==> config.mk <==
export PLATFORM = sky130hd
export DESIGN_NAME = fetc_div
export DESIGN_NICKNAME = d
export VERILOG_FILES = /design/src/design/fetc_pkg.sv /design/src/design/fetc_div.sv
export SDC_FILE = /design/constraint.sdc
export NUM_CORES = 1
export LEC_CHECK = 0
export ABC_AREA = 0
export BUFFER_PORTS_ARGS = -buffer_cell sky130_fd_sc_hd__buf_2
export CAP_MARGIN = 20
export CELL_PAD_IN_SITES_DETAIL_PLACEMENT = 0
export CELL_PAD_IN_SITES_GLOBAL_PLACEMENT = 1
export CORE_AREA = 8 8 89 111
export DETAILED_ROUTE_END_ITERATION = 8
export DIE_AREA = 0 0 97 119
export GPL_ROUTABILITY_DRIVEN = 0
export PLACE_DENSITY_LB_ADDON = 0.1
export SLEW_MARGIN = 20
export SYNTH_ARGS = -nofsm -noshare
export SYNTH_HDL_FRONTEND = slang
export SYNTH_SLANG_ARGS = --single-unit
==> constraint.sdc <==
create_clock -name clock -period 3.3 [get_ports clock]
set_input_delay 0.165 -clock clock [delete_from_list [all_inputs] [get_ports clock]]
set_output_delay 0.165 -clock clock [all_outputs]
set_load 0.02 [all_outputs]
==> src/design/fetc_pkg.sv <==
`default_nettype none
package fetc_pkg;

   // Port widths of the sample point and of the iteration count
   localparam int COORD_WIDTH = 32;
   localparam int ITER_WIDTH  = 16;

   // Internal formats: z and c in Q4.28, squares and products in Q8.56
   localparam int Z_W    = 32;
   localparam int Z_FRAC = 28;
   localparam int PROD_W = 2 * Z_W;
   localparam int SUM_W  = Z_W + 6;
   localparam logic [PROD_W-1:0] ESCAPE_LIMIT = PROD_W'(5) << 56;

   // Colour side
   localparam int COL_W = 24;
   localparam int F_W   = 17;
   localparam logic [F_W-1:0] F_ONE = F_W'(65536);
   localparam int ROOT_W   = PROD_W / 2;
   localparam int MAG_SHIFT = 12;
   // Reciprocal of ten, exact for the 20-bit root>>12 operand
   localparam logic [Z_W-1:0] MAG_RECIP = Z_W'(838861);
   localparam int MAG_RECIP_SHIFT = 23;

   // Serial divider sizes: count mode divides i<<16 by the limit
   localparam int DIV_W = ITER_WIDTH + 16;
   localparam int DVS_W = ITER_WIDTH;

   // Register port
   localparam int CSR_DATA_W  = (COORD_WIDTH > 32) ? 64 : 32;
   localparam int CSR_SHIFT   = (COORD_WIDTH > 32) ? 3 : 2;
   localparam int CSR_ADDR_W  = CSR_SHIFT + 3;

   typedef enum logic [2:0] {
      REG_MODE          = 3'd0,
      REG_MAX_ITER      = 3'd1,
      REG_PARAM_RE      = 3'd2,
      REG_PARAM_IM      = 3'd3,
      REG_INNER_ENABLE  = 3'd4,
      REG_INNER_COLOR   = 3'd5,
      REG_GRADIENT_NEAR = 3'd6,
      REG_GRADIENT_FAR  = 3'd7
   } csr_reg_type;

   typedef enum logic [3:0] {
      ST_IDLE,
      ST_INIT_XX,
      ST_INIT_YY,
      ST_XY,
      ST_XX,
      ST_YY,
      ST_CHK,
      ST_PICK,
      ST_SQRT,
      ST_MAG,
      ST_DIV,
      ST_T2,
      ST_T3,
      ST_CUBE,
      ST_BLEND
   } state_type;

   // Align a Q4.(COORD_WIDTH-4) value to Q4.28, flooring when wider
   function automatic logic signed [Z_W-1:0] to_q428(input logic [COORD_WIDTH-1:0] v);
      logic [COORD_WIDTH+Z_W-1:0] w;
      w = {v, {Z_W{1'b0}}};
      return $signed(w[COORD_WIDTH+Z_W-1 -: Z_W]);
   endfunction

   // Clamp a widened sum to the Q4.28 range
   function automatic logic signed [Z_W-1:0] sat_z(input logic signed [SUM_W-1:0] v);
      logic signed [SUM_W-1:0] hi;
      logic signed [SUM_W-1:0] lo;
      hi = SUM_W'($signed({1'b0, {(Z_W-1){1'b1}}}));
      lo = SUM_W'($signed({1'b1, {(Z_W-1){1'b0}}}));
      if (v > hi) begin
         return hi[Z_W-1:0];
      end else if (v < lo) begin
         return lo[Z_W-1:0];
      end
      return v[Z_W-1:0];
   endfunction

endpackage
`default_nettype wire

==> src/design/fetc_div.sv <==
`default_nettype none
module fetc_div (
   input  wire logic                           clock,
   input  wire logic                           reset,
   input  wire logic                           start,
   input  wire logic [fetc_pkg::DIV_W-1:0]     dividend,
   input  wire logic [fetc_pkg::DVS_W-1:0]     divisor,
   output logic                                done,
   output logic [fetc_pkg::DIV_W-1:0]          quotient
);

   localparam int CNT_W = $clog2(fetc_pkg::DIV_W);

   logic                         busy_ff, busy_in;
   logic                         done_ff, done_in;
   logic [CNT_W-1:0]             cnt_ff, cnt_in;
   logic [fetc_pkg::DIV_W-1:0]   quo_ff, quo_in;
   logic [fetc_pkg::DVS_W-1:0]   rem_ff, rem_in;
   logic [fetc_pkg::DVS_W-1:0]   dvs_ff, dvs_in;
   logic [fetc_pkg::DVS_W:0]     trial;

   // One quotient bit per cycle, restoring
   always_comb begin
      busy_in = busy_ff;
      done_in = 1'b0;
      cnt_in  = cnt_ff;
      quo_in  = quo_ff;
      rem_in  = rem_ff;
      dvs_in  = dvs_ff;
      trial   = {rem_ff, quo_ff[fetc_pkg::DIV_W-1]};
      if (start) begin
         busy_in = 1'b1;
         cnt_in  = CNT_W'(fetc_pkg::DIV_W - 1);
         quo_in  = dividend;
         rem_in  = '0;
         dvs_in  = divisor;
      end else if (busy_ff) begin
         if (trial >= {1'b0, dvs_ff}) begin
            rem_in = fetc_pkg::DVS_W'(trial - {1'b0, dvs_ff});
            quo_in = {quo_ff[fetc_pkg::DIV_W-2:0], 1'b1};
         end else begin
            rem_in = trial[fetc_pkg::DVS_W-1:0];
            quo_in = {quo_ff[fetc_pkg::DIV_W-2:0], 1'b0};
         end
         cnt_in = cnt_ff - 1'b1;
         if (cnt_ff == '0) begin
            busy_in = 1'b0;
            done_in = 1'b1;
         end
      end
   end

   always_ff @(posedge clock) begin
      if (reset) begin
         busy_ff <= 1'b0;
         done_ff <= 1'b0;
      end else begin
         busy_ff <= busy_in;
         done_ff <= done_in;
      end
      cnt_ff <= cnt_in;
      quo_ff <= quo_in;
      rem_ff <= rem_in;
      dvs_ff <= dvs_in;
   end

   assign done     = done_ff;
   assign quotient = quo_ff;

endmodule
`default_nettype wire

==> Word-level counts from Yosys, hierarchy flattened <==
Index checks and enable logic that the tools add are counted.
{ "classes": {"n_addsub": 2, "order_cmp": 1, "muxes": 8, "n_bitwise": 1, "n_reduce_logical": 3} }
{ "ops": {"columns": ["operator", "count"], "rows": [
  ["two-way mux 32 bit", 2],
  [">= comparator 17 x 16 -> 1 bit", 1],
  ["two-way mux 16 bit", 1],
  ["subtractor 16 bit", 1],
  ["zero test 5 bit", 1],
  ["two-way mux 1 bit", 5],
  ["subtractor 5 x 1 -> 5 bit (second input constant)", 1],
  ["OR reduction 3 bit", 1],
  ["nonzero test 2 bit", 1],
  ["NOT 1 bit", 1]
]} }
{ "word_totals": {"regBits": 71, "out_inout_bits": 33, "wordCells": 21} }

==> Depth between registers and ports, before layout <==
{ "logic_depth": {"depth_word": 4, "depth_mapped": 11, "depth_no_buf": 10} }

==> Worst setup path after synthesis <==
No wires, ideal clock.
{ "synth_path": {"path_kind": "register to register", "startpoint": "register quo_ff, in the netlist quotient[31]", "endpoint": "register rem_ff[14] in the netlist's numbering", "setup_ps": 62, "arrival_ps": 2353, "required_time_ps": 3238, "path_slack_ps": 885, "path_stages_with_launch": 11, "period_less_slack_ps": 2415, "cell_sequence": "edfxtp_1 > inv_1 > ha_1 > fa_1 > nand2b_1 > a21o_1 > a21oi_1 > o31a_1 > nor3_1 > or4_1 > nand3_1"} }
{ "synth_via": {"elab_chain_len": 2} }
{ "synth_lines": {"columns": ["item", "line", "source"], "rows": [
  ["start: declaration", "fetc_div.sv:17", "logic [fetc_pkg::DIV_W-1:0] quo_ff, quo_in;"],
  ["start signal: assignment", "fetc_div.sv:62", "quo_ff <= quo_in;"],
  ["subtractor 16 bit or >= comparator 17 x 16 -> 1 bit (tied branches)", "fetc_div.sv:39, fetc_div.sv:38", null],
  ["two-way mux 16 bit (*)", "fetc_div.sv:38", "if (trial >= {1'b0, dvs_ff}) begin"],
  ["end signal: assignment", "fetc_div.sv:63", "rem_ff <= rem_in;"],
  ["end: declaration", "fetc_div.sv:18", "logic [fetc_pkg::DVS_W-1:0] rem_ff, rem_in;"]
]} }
Every way passes the cells marked *; elsewhere a longest branch is shown, timed or not.
A chain may end at the register's enable or synchronous reset.

==> Worst setup path after layout <==
Ends and elaborated chain as after synthesis.

==> flow_results.org <==
** Floorplanning
- Die area :: 11500 sq um
- After floorplanning, the core was divided into 37 placement rows.
- Die outline width :: 97 um
- Placeable core region :: 8100 sq um
- Die Y-Extent :: 119 um
- Top-level I/O count :: 84
- The initial utilization of the core area, before any placement, comes to 45.4%.

** Route
- Via-to-Cell Ratio :: 5.28
- After detailed routing, the number of remaining DRC violations is 0.
- Sum of routed wire length over all layers :: 8620 um
- Drt pass-1 iters :: 4
- Dividing the detail-routed wire length by the instance count gives 16.4 um.
- DRC violation total after the first TritonRoute iteration :: 108
- Number of nets with antenna violations after routing :: 0
- The routed layout has 2781 vias.

** Clocking
- CTS Sinks :: 71
- TritonCTS Buffers :: 9
- At the later pin of the worst-skew pair, clock insertion delay measures 0.35 ns.
- Cts repair resizes :: 0
- Clock tree from TritonCTS :: built
- Setup Buffers After CTS :: 0
- The cell sitting at the root of the clock tree is a sky130_fd_sc_hd__clkbuf_8.
- Maximum count of clock buffers along a single path :: 2
- The H-tree was split into 3 levels.
- CTS hold repair buffers :: 17
- Clock Pin Slew Worst Setup and Hold Paths :: 0.08 ns

** Critical path
- Traced cell by cell, the critical path runs through inv_1, ha_1, fa_1, nand2b_1, a21o_1, a21oi_1, o31a_1, nor3_1, or4_1, nand3_1.
- In this design, the stage delay of the slowest critical-path cell is 0.46 ns.
- The startpoint identified for the worst register-to-register timing path is quotient[31]$_DFFE_PP_.
- Critical path data required time :: 3.60 ns
- On the critical path the largest part of the delay comes from simple AND/OR/NAND/NOR gates.
- The worst setup path is captured at a flip-flop.
- In this run the worst path has a maximum fanout of 3.
- Critical setup path kind :: flip-flop to flip-flop
- Depth of the worst register-to-register path :: 10
- Data arrival, critical path :: 2.84 ns
- Cell with the largest stage delay on the worst path :: sky130_fd_sc_hd__or4_1
- In this run the register-to-register setup slack is 0.75 ns.
- The worst register-to-register path ends at rem_ff[14]$_SDFFE_PP0P_.
- The number of buffers and inverters on the critical path is 1.
- Startpoint class of the critical path :: flip-flop

** Synth
- Among all flip-flop cells after synthesis, the most frequent one is sky130_fd_sc_hd__edfxtp_1.
- A synthesized cell averages 11.4 sq um.
- Sequential elements use 51.7% of the synthesized area.
- Most numerous cell in the Yosys netlist :: sky130_fd_sc_hd__edfxtp_1
- In this run, synthesis inferred 48 flip-flops with an integrated enable.
- In this run the cell area of the synthesized design comes to 3680 sq um.
- Counting distinct cell types in the post-synthesis netlist gives 49.
- After synthesis, the largest area contributor takes up 39.2% of total cell area.
- Number of warnings printed during yosys synthesis :: 0
- After synthesis, the cell types taking the most area are sky130_fd_sc_hd__edfxtp_1 (39%), sky130_fd_sc_hd__dfxtp_1 (13%), sky130_fd_sc_hd__mux2_2 (9.5%).
- Most numerous cell types in the synthesized netlist :: sky130_fd_sc_hd__edfxtp_1 (48), sky130_fd_sc_hd__mux2_2 (31), sky130_fd_sc_hd__inv_1 (25)
- Cell type contributing the most total cell area after synthesis :: sky130_fd_sc_hd__edfxtp_1
- In this run, synthesis produced a sequential element count of 71.
- Async SR Flop Fraction :: 0%
- Synthesis handed over a netlist of 323 instances.
- Counting every net in the synthesized netlist gives 392.

** STA
- The hold violation total from the final report is 0.
- Across the routed clock network, the largest skew measured is 0.00315 ns.
- For the final routed database, the setup TNS stands at 0 ns.
- Minimum clock period :: 2.55 ns
- Timing would allow up to 0.393 GHz.
- Setup repair after global routing left no endpoint under its margin.
- Relative slew slack :: 60.5%
- Final count of negative-setup-slack endpoints :: 0
- Share of the clock period used by the worst path :: 77.2%
- The number of pins with negative max-slew slack in the final report came to 0.
- For the pin with the worst max-slew slack, the measured transition is 0.593 ns.

** Min path
- The worst hold path passes through 2 cells.
- The path with the worst hold slack has its endpoint at quotient[18]$_DFFE_PP_.
- The startpoint identified for the worst hold timing path is dividend[18].
- The tightest min-delay check is of the input pin to flip-flop type.

** GRT
- Summed over all layers, the global routing overflow is 0.
- Wire length of the first global-routing pass :: 14400 um
- The number of global-route vias before repair was 3042.
- Initial antenna violation count :: 0
- Maximum number of pins on one net before global-route repair :: 49
- Global router's overall resource usage :: 15.3%

** Pwr
- Static leakage power :: 1.87 nW
- VDD sags by at most 0.000296 V.
- In this run the power density over the cells is 471 nW/um^2.

** Placement
- Port Buf Inserts :: 83
- Detailed-placement wirelength estimate :: 6160 um
- Number of instances in the placed design :: 494
- In this run the cell area measured after placement is 4180 sq um.

** Final layout
- Relative to the synthesized area, the layout overhead comes to 23.2%.
- Number of nets in the layout :: 494
- 0 antenna diodes ended up in the layout.
- Final instance area :: 4530 sq um
- Finished Layout Cells :: 527
- The post-route netlist has 33.0% of its cells at a drive strength greater than 1.

** Outcome
- Outcome :: completed

** Run
- Max-cap violations in this run came to 0.
## where the power goes
part           internal (W)  switching (W)
registers           0.00103      0.0000361
clock network      0.000346       0.000339
logic              0.000167       0.000216
## cells by family (layout without fill, tap and decap cells)
family	after synthesis	count (layout)	share of synthesized area [%]
multiplexers	38	38	11.4
buffers and inverters	38	145	4.49
AND/OR/NAND/NOR	78	78	10.6
AO/OA/AOI/OAI	66	66	12.2
adder cells (fa/ha/maj)	18	18	6.32
flip-flops	71	71	51.7
XOR/XNOR	14	14	3.33
## metal layers
metal  wire, um  track usage (%)
met1       3760             17.0
met2       4210             26.0
met3        458             5.03
met4        182             7.23
met5          0                0
## registers in the layout (all words and copies together) (netlist names)
signal and cells:
busy_ff 1, cnt_ff 5, done 1, dvs_ff 16, quotient 32, rem_ff 16
## worst register-to-register path, delay by kind of cell, from the launching register on
family,cells,cell delay (ns)
compound gates,3,0.61
simple gates,4,0.82
fa+ha+maj,2,0.61
buf+inv,1,0.06
flops,1,0.39
## metrics by stage
step	power, W	setup WS (ns)	hold WS (ns)	utilization (%)
finish	0.00213	0.753	0.108	56.0
global placement	0.00145	0.775	0.341	51.5
global route	0.00224	0.602	0.0927	56.0
CTS	0.00216	0.744	0.0866	56.0
detailed placement	0.00145	0.770	0.343	51.5
floorplan	0.00133	0.885	0.237	-
## how the worst max path moves through the flow
stage	endpoint	cells past startpoint	startpoint
finish	rem_ff[14]$_SDFFE_PP0P_	10	quotient[31]$_DFFE_PP_
global route	rem_ff[14]$_SDFFE_PP0P_	9	dvs_ff[8]$_DFFE_PP_
CTS	rem_ff[14]$_SDFFE_PP0P_	10	quotient[31]$_DFFE_PP_
detailed placement	rem_ff[14]$_SDFFE_PP0P_	10	quotient[31]$_DFFE_PP_
global placement	rem_ff[14]$_SDFFE_PP0P_	10	quotient[31]$_DFFE_PP_
floorplan	rem_ff[14]$_SDFFE_PP0P_	10	quotient[31]$_DFFE_PP_
## layout by cell type (no fill, tap or decap), drive strengths merged, types with 2 or more instances in the layout
cell,n
buf,87
edfxtp,48
mux2,31
inv,25
dfxtp,23
nand2,21
nor2,21
a21oi,18
ha,17
dlygate4sd3,17
o21ai,15
nand2b,11
clkbuf,10
xnor2,8
nand3,7
mux2i,7
xor2,6
nor3,6
o311ai,5
o211ai,4
a21o,4
nand4,4
clkinv,4
o21a,3
a211oi,3
a32oi,2
nand4b,2
o31ai,2
a311oi,2
a31oi,2
## final cells by class
type,count,area [sq um]
clock buffer,10,128
clock inverter,6,61.3
tap,97,121
timing repair buffer,104,616
fill,704,3570
inverter,25,93.8
sequential,71,1900
multi-input combinational,214,1610
Note: power is estimated with default switching activity, not from simulation.
